==> config.mk <==
export PLATFORM = sky130hd
export DESIGN_NAME = harmonic_angle_compensator_top
export DESIGN_NICKNAME = d
export VERILOG_FILES = /design/src/sv/hac_pkg.sv /design/src/sv/hac_cfg.sv /design/src/sv/hac_lane.sv /design/src/sv/harmonic_angle_compensator_top.sv
export SDC_FILE = /design/constraint.sdc
export NUM_CORES = 2
export LEC_CHECK = 0
export ABC_AREA = 1
export BUFFER_PORTS_ARGS = -buffer_cell sky130_fd_sc_hd__buf_2
export CELL_PAD_IN_SITES_DETAIL_PLACEMENT = 1
export CELL_PAD_IN_SITES_GLOBAL_PLACEMENT = 1
export CORE_ASPECT_RATIO = 0.7
export CORE_UTILIZATION = 25
export DETAILED_ROUTE_END_ITERATION = 10
export PLACE_DENSITY_LB_ADDON = 0.1
export SYNTH_ARGS = -nofsm -noshare
export SYNTH_HDL_FRONTEND = slang
export SYNTH_HIERARCHICAL = 1
export SYNTH_SLANG_ARGS = --single-unit
==> constraint.sdc <==
create_clock -name i_clk -period 14.8 [get_ports i_clk]
set_input_delay 3.7 -clock i_clk [delete_from_list [all_inputs] [get_ports i_clk]]
set_output_delay 3.7 -clock i_clk [all_outputs]
set_load 0.03 [all_outputs]
==> src/sv/hac_pkg.sv <==
`timescale 1ns / 1ps
// Shared types, constants and the quarter-wave sine table for the harmonic angle compensator.
// Has no dependencies; every other file refers to it by scoped names.
package hac_pkg;

    // Widths of the angle path and of the configuration fields.
    localparam int ANGLE_BITS = 21;
    localparam int PHASE_BITS = 16;
    localparam int AMP_BITS   = 16;
    localparam int NUM_HARM   = 3;
    localparam int NUM_STAGES = 5;

    // Sine lookup geometry: 64 table steps per quarter turn, 8 fraction bits.
    localparam int FRAC_BITS = 8;
    localparam int IDX_BITS  = 7;
    localparam int SIN_BITS  = 15;
    localparam int DIFF_BITS = 10;
    localparam int SIN_SHIFT = 15;
    localparam int TERM_BITS = 2 * AMP_BITS - SIN_SHIFT;
    localparam int SUM_BITS  = TERM_BITS + 2;
    localparam logic [IDX_BITS-1:0] QTR_TOP  = 7'd64;
    localparam logic [14:0]         QTR_SPAN = 15'h4000;

    // Configuration register indexes.
    typedef enum logic [2:0] {
        CFG_AMP_H1   = 3'd0,
        CFG_AMP_H2   = 3'd1,
        CFG_AMP_H3   = 3'd2,
        CFG_PHASE_H1 = 3'd3,
        CFG_PHASE_H2 = 3'd4,
        CFG_PHASE_H3 = 3'd5
    } t_cfg_idx;

    typedef logic [ANGLE_BITS-1:0] t_angle;
    typedef logic [PHASE_BITS-1:0] t_phase;

    // Register file contents handed to the datapath.
    typedef struct packed {
        logic [NUM_HARM-1:0][AMP_BITS-1:0]   amp;
        logic [NUM_HARM-1:0][PHASE_BITS-1:0] phase;
    } t_cfg;

    // Load enables for the stages that live inside each harmonic lane.
    typedef struct packed {
        logic en_fold;
        logic en_interp;
        logic en_mult;
    } t_lane_en;

    // Quarter-wave sine, entry i = round(sin(i/64 * pi/2) * 32767).
    localparam logic [SIN_BITS-1:0] QSIN [0:64] = '{
        15'd0,     15'd804,   15'd1608,  15'd2410,  15'd3212,  15'd4011,  15'd4808,  15'd5602,
        15'd6393,  15'd7179,  15'd7962,  15'd8739,  15'd9512,  15'd10278, 15'd11039, 15'd11793,
        15'd12539, 15'd13279, 15'd14010, 15'd14732, 15'd15446, 15'd16151, 15'd16846, 15'd17530,
        15'd18204, 15'd18868, 15'd19519, 15'd20159, 15'd20787, 15'd21403, 15'd22005, 15'd22594,
        15'd23170, 15'd23731, 15'd24279, 15'd24811, 15'd25329, 15'd25832, 15'd26319, 15'd26790,
        15'd27245, 15'd27683, 15'd28105, 15'd28510, 15'd28898, 15'd29268, 15'd29621, 15'd29956,
        15'd30273, 15'd30571, 15'd30852, 15'd31113, 15'd31356, 15'd31580, 15'd31785, 15'd31971,
        15'd32137, 15'd32285, 15'd32412, 15'd32521, 15'd32609, 15'd32678, 15'd32728, 15'd32757,
        15'd32767
    };

    // Table read; any index past the top returns the top entry, so the
    // upper neighbor of the last entry gives a zero slope.
    function automatic logic [SIN_BITS-1:0] quarter_sine(input logic [IDX_BITS-1:0] idx);
        logic [SIN_BITS-1:0] v;
        if (idx >= QTR_TOP) begin
            v = QSIN[64];
        end else begin
            v = QSIN[idx];
        end
        return v;
    endfunction

endpackage

==> src/sv/hac_cfg.sv <==
`timescale 1ns / 1ps
// Configuration register file: three amplitudes and three phases.
// Depends on hac_pkg for the register indexes and the t_cfg struct.
module hac_cfg (
    input  logic                         i_clk,
    input  logic                         i_rst_n,
    input  logic                         i_wr_en,
    input  logic [2:0]                   i_wr_index,
    input  logic [hac_pkg::AMP_BITS-1:0] i_wr_data,
    output hac_pkg::t_cfg                o_cfg
);

    hac_pkg::t_cfg r_cfg;
    hac_pkg::t_cfg n_cfg;

    // Decode the write; unknown indexes leave every register alone.
    always_comb begin
        n_cfg = r_cfg;
        if (i_wr_en) begin
            unique case (i_wr_index)
                hac_pkg::CFG_AMP_H1:   n_cfg.amp[0]   = i_wr_data;
                hac_pkg::CFG_AMP_H2:   n_cfg.amp[1]   = i_wr_data;
                hac_pkg::CFG_AMP_H3:   n_cfg.amp[2]   = i_wr_data;
                hac_pkg::CFG_PHASE_H1: n_cfg.phase[0] = i_wr_data;
                hac_pkg::CFG_PHASE_H2: n_cfg.phase[1] = i_wr_data;
                hac_pkg::CFG_PHASE_H3: n_cfg.phase[2] = i_wr_data;
                default:               n_cfg = r_cfg;
            endcase
        end
    end

    always_ff @(posedge i_clk) begin
        if (!i_rst_n) begin
            r_cfg <= '0;
        end else begin
            r_cfg <= n_cfg;
        end
    end

    assign o_cfg = r_cfg;

endmodule

==> src/sv/hac_lane.sv <==
`timescale 1ns / 1ps
// One harmonic lane: quadrant fold and table read, interpolation, amplitude multiply.
// Depends on hac_pkg for the sine table, widths and the t_lane_en struct.
module hac_lane (
    input  logic                           i_clk,
    input  hac_pkg::t_lane_en              i_en,
    input  hac_pkg::t_phase                i_arg,
    input  logic [hac_pkg::AMP_BITS-1:0]   i_amp,
    output logic [2*hac_pkg::AMP_BITS-1:0] o_prod
);

    logic [14:0]                    w_x;
    logic [hac_pkg::IDX_BITS-1:0]   w_idx;
    logic [hac_pkg::SIN_BITS-1:0]   w_hi;
    logic [hac_pkg::SIN_BITS-1:0]   n_lo;
    logic [hac_pkg::DIFF_BITS-1:0]  n_diff;
    logic [hac_pkg::SIN_BITS-1:0]   r_lo;
    logic [hac_pkg::DIFF_BITS-1:0]  r_diff;
    logic [hac_pkg::FRAC_BITS-1:0]  r_frac;
    logic                           r_neg;
    logic [hac_pkg::DIFF_BITS+hac_pkg::FRAC_BITS-1:0] w_step;
    logic [hac_pkg::SIN_BITS:0]     w_mag;
    logic signed [hac_pkg::AMP_BITS-1:0]   n_sv;
    logic signed [hac_pkg::AMP_BITS-1:0]   r_sv;
    logic signed [2*hac_pkg::AMP_BITS-1:0] n_prod;
    logic signed [2*hac_pkg::AMP_BITS-1:0] r_prod;

    // Fold the angle into the first quadrant and read both neighbors.
    always_comb begin
        w_x = {1'b0, i_arg[13:0]};
        if (i_arg[14]) begin
            w_x = hac_pkg::QTR_SPAN - w_x;
        end
        w_idx  = w_x[14:hac_pkg::FRAC_BITS];
        n_lo   = hac_pkg::quarter_sine(w_idx);
        w_hi   = hac_pkg::quarter_sine(w_idx + 7'd1);
        n_diff = hac_pkg::DIFF_BITS'(w_hi - n_lo);
    end

    always_ff @(posedge i_clk) begin
        if (i_en.en_fold) begin
            r_lo   <= n_lo;
            r_diff <= n_diff;
            r_frac <= w_x[hac_pkg::FRAC_BITS-1:0];
            r_neg  <= i_arg[15];
        end
    end

    // Linear interpolation; the slope is never negative, so the shift is a floor.
    always_comb begin
        w_step = hac_pkg::DIFF_BITS'(r_diff) * hac_pkg::FRAC_BITS'(r_frac);
        w_mag  = {1'b0, r_lo} + {6'd0, w_step[hac_pkg::DIFF_BITS+hac_pkg::FRAC_BITS-1:
                                              hac_pkg::FRAC_BITS]};
        n_sv   = r_neg ? -$signed({1'b0, w_mag[hac_pkg::SIN_BITS-1:0]})
                       :  $signed({1'b0, w_mag[hac_pkg::SIN_BITS-1:0]});
    end

    always_ff @(posedge i_clk) begin
        if (i_en.en_interp) begin
            r_sv <= n_sv;
        end
    end

    // Signed amplitude times signed Q15 sine.
    assign n_prod = $signed(i_amp) * r_sv;

    always_ff @(posedge i_clk) begin
        if (i_en.en_mult) begin
            r_prod <= n_prod;
        end
    end

    assign o_prod = r_prod;

endmodule

==> src/sv/harmonic_angle_compensator_top.sv <==
`timescale 1ns / 1ps
// Top level of the harmonic angle compensator: handshakes, argument stage, lanes, final sum.
// Depends on hac_pkg, hac_cfg and hac_lane.
//
//   Channel   Signals                                        Direction
//   input     i_valid, o_ready, i_raw_angle                  into block
//   result    o_valid, i_ready, o_corrected_angle            out of block
//   config    i_cfg_valid, o_cfg_ready, i_cfg_index, i_cfg_data  into block
//
// Five register stages: harmonic argument, fold and table read, interpolation,
// amplitude multiply, sum and output register, passed through in that order.
// One item is taken in every cycle unless the output stalls, since each stage holds
// one item and passes it on. Reset clears only the stage valid bits, not the data
// registers; no clearing pass is needed.
// A stall at the output backs up through the stages; bubbles are squeezed out.
module harmonic_angle_compensator_top (
    input  logic                          i_clk,
    input  logic                          i_rst_n,
    input  logic                          i_valid,
    output logic                          o_ready,
    input  hac_pkg::t_angle               i_raw_angle,
    output logic                          o_valid,
    input  logic                          i_ready,
    output hac_pkg::t_angle               o_corrected_angle,
    input  logic                          i_cfg_valid,
    output logic                          o_cfg_ready,
    input  logic [2:0]                    i_cfg_index,
    input  logic [hac_pkg::AMP_BITS-1:0]  i_cfg_data
);

    localparam int NS = hac_pkg::NUM_STAGES;

    hac_pkg::t_cfg                               w_cfg;
    logic [NS-1:0]                               r_vld;
    logic [NS-1:0]                               w_en;
    hac_pkg::t_lane_en                           w_lane_en;
    hac_pkg::t_angle                             r_raw [0:NS-2];
    hac_pkg::t_angle                             w_mult [0:hac_pkg::NUM_HARM-1];
    hac_pkg::t_phase                             n_arg [0:hac_pkg::NUM_HARM-1];
    hac_pkg::t_phase                             r_arg [0:hac_pkg::NUM_HARM-1];
    logic [2*hac_pkg::AMP_BITS-1:0]              w_prod [0:hac_pkg::NUM_HARM-1];
    logic signed [hac_pkg::SUM_BITS-1:0]         w_sum;
    hac_pkg::t_angle                             n_out;
    hac_pkg::t_angle                             r_out;

    // Configuration registers; always ready.
    assign o_cfg_ready = 1'b1;

    hac_cfg u_cfg (
        .i_clk      (i_clk),
        .i_rst_n    (i_rst_n),
        .i_wr_en    (i_cfg_valid),
        .i_wr_index (i_cfg_index),
        .i_wr_data  (i_cfg_data),
        .o_cfg      (w_cfg)
    );

    // A stage loads when it is empty or when the stage after it moves on.
    always_comb begin
        w_en[NS-1] = !r_vld[NS-1] || i_ready;
        for (int s = NS - 2; s >= 0; s--) begin
            w_en[s] = !r_vld[s] || w_en[s+1];
        end
    end

    assign o_ready   = w_en[0];
    assign o_valid   = r_vld[NS-1];
    assign w_lane_en = '{en_fold: w_en[1], en_interp: w_en[2], en_mult: w_en[3]};

    always_ff @(posedge i_clk) begin
        if (!i_rst_n) begin
            r_vld <= '0;
        end else begin
            if (w_en[0]) begin
                r_vld[0] <= i_valid;
            end
            for (int s = 1; s < NS; s++) begin
                if (w_en[s]) begin
                    r_vld[s] <= r_vld[s-1];
                end
            end
        end
    end

    // Harmonic arguments: k times the angle, top 16 bits, plus the phase.
    assign w_mult[0] = i_raw_angle;
    assign w_mult[1] = {i_raw_angle[hac_pkg::ANGLE_BITS-2:0], 1'b0};
    assign w_mult[2] = i_raw_angle + {i_raw_angle[hac_pkg::ANGLE_BITS-2:0], 1'b0};

    always_comb begin
        for (int k = 0; k < hac_pkg::NUM_HARM; k++) begin
            n_arg[k] = w_mult[k][hac_pkg::ANGLE_BITS-1 -: hac_pkg::PHASE_BITS]
                     + w_cfg.phase[k];
        end
    end

    // Argument registers and the raw angle that travels with the item.
    always_ff @(posedge i_clk) begin
        if (w_en[0]) begin
            for (int k = 0; k < hac_pkg::NUM_HARM; k++) begin
                r_arg[k] <= n_arg[k];
            end
            r_raw[0] <= i_raw_angle;
        end
        for (int s = 1; s < NS - 1; s++) begin
            if (w_en[s]) begin
                r_raw[s] <= r_raw[s-1];
            end
        end
    end

    // One lane per harmonic.
    for (genvar g = 0; g < hac_pkg::NUM_HARM; g++) begin : g_lane
        hac_lane u_lane (
            .i_clk  (i_clk),
            .i_en   (w_lane_en),
            .i_arg  (r_arg[g]),
            .i_amp  (w_cfg.amp[g]),
            .o_prod (w_prod[g])
        );
    end

    // Floor shift of each product, sum of the terms, subtract and wrap.
    always_comb begin
        w_sum = '0;
        for (int k = 0; k < hac_pkg::NUM_HARM; k++) begin
            w_sum = w_sum + hac_pkg::SUM_BITS'($signed(
                w_prod[k][2*hac_pkg::AMP_BITS-1:hac_pkg::SIN_SHIFT]));
        end
        n_out = r_raw[NS-2] - hac_pkg::ANGLE_BITS'(w_sum);
    end

    always_ff @(posedge i_clk) begin
        if (w_en[NS-1]) begin
            r_out <= n_out;
        end
    end

    assign o_corrected_angle = r_out;

    // A full pipeline with a stalled output must not take a new item.
    a_full_stall : assert property (@(posedge i_clk) disable iff (!i_rst_n)
        (&r_vld && !i_ready) |-> !o_ready)
        else $error("input taken while the pipeline is full and stalled");

    // An item taken with none leaving adds exactly one valid stage.
    a_count_up : assert property (@(posedge i_clk) disable iff (!i_rst_n)
        (i_valid && o_ready && !(o_valid && i_ready))
        |=> $countones(r_vld) == $past($countones(r_vld)) + 1)
        else $error("accepted item lost in the pipeline");

    // An item leaving with none taken removes exactly one valid stage.
    a_count_down : assert property (@(posedge i_clk) disable iff (!i_rst_n)
        (!(i_valid && o_ready) && o_valid && i_ready)
        |=> $countones(r_vld) == $past($countones(r_vld)) - 1)
        else $error("delivered item repeated or invented");

endmodule

== After elaboration in Yosys (flattened, before gate mapping) ==
Memory sizes are Yosys's and may differ from the RTL's.
Index checks and enable logic that the tools add are counted.
W data, S select, Z words.

* Flip-flop bits (word level): 368
* Memory bits (writable): 132
* Bits in read-only memories: 11,520
* Memories: 8

{| class="wikitable"
|+ Memories
! name !! depth !! bits a word !! rd ports !! clocked after Yosys merged registers in !! write ports !! RTL line !! text
|-
| (no name shown) || 128 || 15 || 1 || 0 || 0 || hac_pkg.sv:70 || <nowiki>v = QSIN[idx];</nowiki>
|-
| (no name shown) || 128 || 15 || 1 || 0 || 0 || hac_pkg.sv:70 ||
|-
| (no name shown) || 128 || 15 || 1 || 0 || 0 || hac_pkg.sv:70 ||
|-
| (no name shown) || 128 || 15 || 1 || 0 || 0 || hac_pkg.sv:70 ||
|-
| (no name shown) || 128 || 15 || 1 || 0 || 0 || hac_pkg.sv:70 ||
|-
| (no name shown) || 128 || 15 || 1 || 0 || 0 || hac_pkg.sv:70 ||
|-
| 2 more memories || n/a || n/a || n/a || n/a || n/a || n/a ||
|}

* Add/subtract/negate cells: 22
* Multiply operators: 6
* Magnitude comparators: 12
* Equal/unequal tests: 5
* Mux-type cells: 32
* Bitwise gates (word level): 6
* Reduce and logical (&&, ||, !) cells: 17

{| class="wikitable"
|+ Operators with widths
! cell !! number
|-
| $mux W15 || 15
|-
| $mul A16 B16 Y32 || 3
|-
| $mux W10 || 9
|-
| $mul A10 B8 Y18 || 3
|-
| $add A16 B16 Y16 || 3
|-
| $ge A8 B8 Y1 const B || 6
|-
| $neg A15 Y16 || 3
|-
| $not A7 Y8 || 6
|-
| $add A15 B10 Y15 || 3
|-
| $sub A15 B14 Y15 const A || 3
|-
| $ge A7 B7 Y1 const B || 6
|-
| $sub A10 B10 Y10 || 3
|-
| $add A21 B21 Y21 || 1
|-
| $add A7 B1 Y7 const B || 3
|-
| $sub A21 B21 Y21 || 1
|-
| $add A18 B17 Y19 || 1
|-
| $add A17 B17 Y18 || 1
|-
| $reduce_and A2 Y1 || 6
|-
| $mux W1 || 8
|-
| $eq A3 B2 Y1 const B || 2
|-
| $eq A3 B3 Y1 const B || 2
|-
| $logic_not A1 Y1 || 5
|-
| $logic_or A1 B1 Y1 || 5
|-
| $eq A3 B1 Y1 const B || 1
|-
| $logic_not A3 Y1 || 1
|}

== Logic depth before layout (Yosys ltp) ==
An unclocked memory read counts as a cell.

* Depth after elaboration: 10
* Depth in mapped cells: 38
* Mapped depth without buffers: 37

== Hierarchy ==
Netlist, hierarchy kept.

{| class="wikitable"
|+ By module, submodules not included
! module !! instances !! cells each !! area an instance (um^2) !! sequential area each (um^2)
|-
| hac_lane at g_lane[2].u_lane || 1 || 2,553 || 19,602.6 || 2,462.4
|-
| hac_lane at g_lane[1].u_lane || 1 || 2,517 || 19,387.3 || 2,462.4
|-
| hac_lane at g_lane[0].u_lane || 1 || 2,465 || 19,104.6 || 2,462.4
|-
| harmonic_angle_compensator_top || 1 || 923 || 9,800.6 || 4,694.5
|-
| hac_cfg || 1 || 552 || 3,857.4 || 1,921.8
|}

== Worst setup path after synthesis ==
No wires, ideal clock.

* Kind: input -> output
* From: input port i_ready
* To: output port o_ready
* Arrival time: 10.072 ns
* Data required time: 11.100 ns
* Path slack: 1.028 ns
* Stages: 8
* Path through: nor2_1 inv_1 nor2_1 inv_1 nor2_1 inv_1 nor2_1 nand2_1

* Longest elaborated chain between the ends: 5

{| class="wikitable"
|+ RTL lines
! what !! RTL line !! text
|-
| from (decl) || harmonic_angle_compensator_top.sv:23 || <nowiki>input logic i_ready,</nowiki>
|-
| $logic_or A1 B1 Y1 || harmonic_angle_compensator_top.sv:60 || <nowiki>w_en[NS-1] = !r_vld[NS-1] || i_ready;</nowiki>
|-
| net w_en[4] || harmonic_angle_compensator_top.sv:35 || <nowiki>logic [NS-1:0] w_en;</nowiki>
|-
| $logic_or A1 B1 Y1 || harmonic_angle_compensator_top.sv:62 || <nowiki>w_en[s] = !r_vld[s] || w_en[s+1];</nowiki>
|-
| net w_en[3] || harmonic_angle_compensator_top.sv:35 ||
|-
| $logic_or A1 B1 Y1 || harmonic_angle_compensator_top.sv:62 ||
|-
| net w_en[2] || harmonic_angle_compensator_top.sv:35 ||
|-
| $logic_or A1 B1 Y1 (2 in series) || harmonic_angle_compensator_top.sv:62 ||
|-
| to (decl) || harmonic_angle_compensator_top.sv:20 || <nowiki>output logic o_ready,</nowiki>
|}

The timed path passes the listed nets, and every way through them passes these cells.

== Worst setup path after layout ==
Same ends and word-level chain as after synthesis.

==> impl_metrics.toml <==
[die]
core_area_um2 = 279000
io_pins = 69
die_w_um = 635
die_h_um = 445
row_count = 162
die_area_um2 = 283000
initial_core_util = 0.252

[yosys]
syn_nets = 10500
synth_area_um2 = 70100
synth_warnings = 6
synthesis.instances = 8924
postSynthAreaPerCell_um2 = 7.85

[timing]
setup_viol = 0
slew_headroom = 0.117
setup_ws_ns = 4.65
tns_ns = 0
slew_violations = 0
whs_ns = 0.383
finClkSkew_ns = 0.103
hold_viol_final = 0
fin_crit_ns = 10.15
max_freq_mhz = 98.5
fin_crit_sh = 0.686
worst_slew_pin_slew_ns = 1.32
rsz0062_at_grt = "no"

[setup_path]
crit_type = "in -> out"
r2r_start = "u_cfg/o_cfg[79]"
crit_path_start_kind = "primary input"
end_kind = "output pin"
r2r-end = "g_lane[1].u_lane/o_prod[29]"
critPathArrivalTime_ns = 6.45
crit_required_ns = 11.10
r2r_slack_ns = 7.50
critPathMaxFanout = 24
cpPeakStageDelay_ns = 0.44
path_cells = "buf_2 -> nor2_1 -> inv_1 -> buf_4 -> nor2_1 -> clkinv_2 -> nor2_1 -> clkinv_2 -> nor2_1 -> nand2_4 -> buf_2"
r2r_cells = 21
crit_path_top_delay_cell = "nor2_1"
crit_top_cell = "nor2_1"
critPathLaunch = "i_ready"

[global_routing]
grt_max_degree = 76
grt_usage = 0.178
grt_pass1_vias = 61100
antenna_found_initial = 11
grt_pass1_wl_um = 387000
gr-total-overflow = 0

[drt]
drc = 0
firstDrtPassIters = 7
via_per_inst = 4.49
drt-initial-drc-count = 3046
drt-total-wl_um = 250000
num_vias = 56300
wire_per_inst_um = 19.9
drtAntennaViolNets = 0

[placed_design]
hpwlAfterDp_um = 202000
gp_congestion = 0.854
portBuffers = 67
dp_slack_ns = 4.52

[layout]
final_nets = 10300
layout-drive-gt1-share = 0.0513
fill_cells = 33500
area_delta_synth_final_pct = 8.57

[clock_tree]
cts_setup_buffers = 0
cts_inserted_buffers = 60
clkTransAtPathRegs_ns = 0.06
cts_tree = "done"
clk_path_buf_depth = 3
htreeDepth = 2
ctsRootBufferMaster = "clkbuf_16"
cts_hold_buf = 0
ctsResizeCount = 0
clock_sinks = 455
worstSkewPairLatency_ns = 0.76

[min_path]
holdCritStartpoint = "r_raw[2][15]"
hold_end = "r_raw[3][15]"
worstHoldPathType = "reg -> reg"
hold_path_depth = 0

[run_status]
status = "complete, no violations"

[run]
cap_violations = 0
## layer usage
layer	global-route usage	wire [um]	up-vias
met5	0	0	-
met3	0.0163	7910	176
met4	0.0332	4980	0
met1	0.269	130000	28400
met2	0.274	107000	740
li1	-	-	27000
## cell type report
class                   instances  area [um^2]  area share
clock buffers                  70         1590      0.0209
flip-flops and latches        455        12700       0.166
well taps                    3690         4620      0.0607
multi-input cells            6158        48400       0.637
repair buffers                132          826      0.0109
inverters                    1984         7470      0.0981
diodes                          5         12.5    0.000164
clock inverters                44          494     0.00649
## through the flow
step,area [um^2],util,cells
floorplan,70100,-,8924
global placement,74000,0.266,12400
detailed placement,74000,0.266,12400
CTS,76100,0.273,12500
global route,76100,0.273,12500
finish,76100,0.273,12500
## cells in the final DEF (no fill, tap or decap), types with 14 or more instances in the layout
cell type / count
a21o_1: 28
edfxtp_1: 354
xnor2_1: 119
nor2_1: 579
o21ai_1: 53
nand2_1: 2153
clkbuf_16: 61
nor2_2: 20
nand3_2: 16
nor2_4: 14
buf_4: 66
dfxtp_1: 101
nor4_1: 15
or2_2: 46
o211ai_1: 48
nand4_1: 57
fa_1: 955
ha_1: 554
o21bai_1: 18
nand3_1: 414
nand2_4: 19
nor3_1: 45
a31oi_1: 36
inv_2: 17
xor2_1: 187
buf_2: 66
nand2_2: 38
inv_1: 1958
a21oi_1: 360
clkinv_2: 15
nand3b_1: 14
o31ai_1: 15
o21ai_0: 245
## critical path: cells and delay by family
family | cells | cell delay, ns
buffers and inverters | 6 | 1.29
AND/OR/NAND/NOR | 5 | 1.43
## flip-flops by register name (all words and copies together) (netlist names)
register,cells
g_lane.u_lane/r_frac,24
g_lane.u_lane/r_sv,48
r_vld,5
g_lane.u_lane/r_diff,30
r_raw,84
g_lane.u_lane/r_lo,45
r_arg,48
g_lane.u_lane/r_neg,3
u_cfg/o_cfg,96
o_corrected_angle,21
g_lane.u_lane/o_prod,51
## worst max-delay path by stage
stage / to / slack, ns
finish: o_ready / 4.65
floorplan: o_ready / 1.92
CTS: o_ready / 4.52
global placement: o_ready / 4.39
global route: o_ready / 4.33
detailed placement: o_ready / 4.52
Power is not shown: default switching activity piles up to over one toggle a cycle in this logic, so the estimate is an artifact.
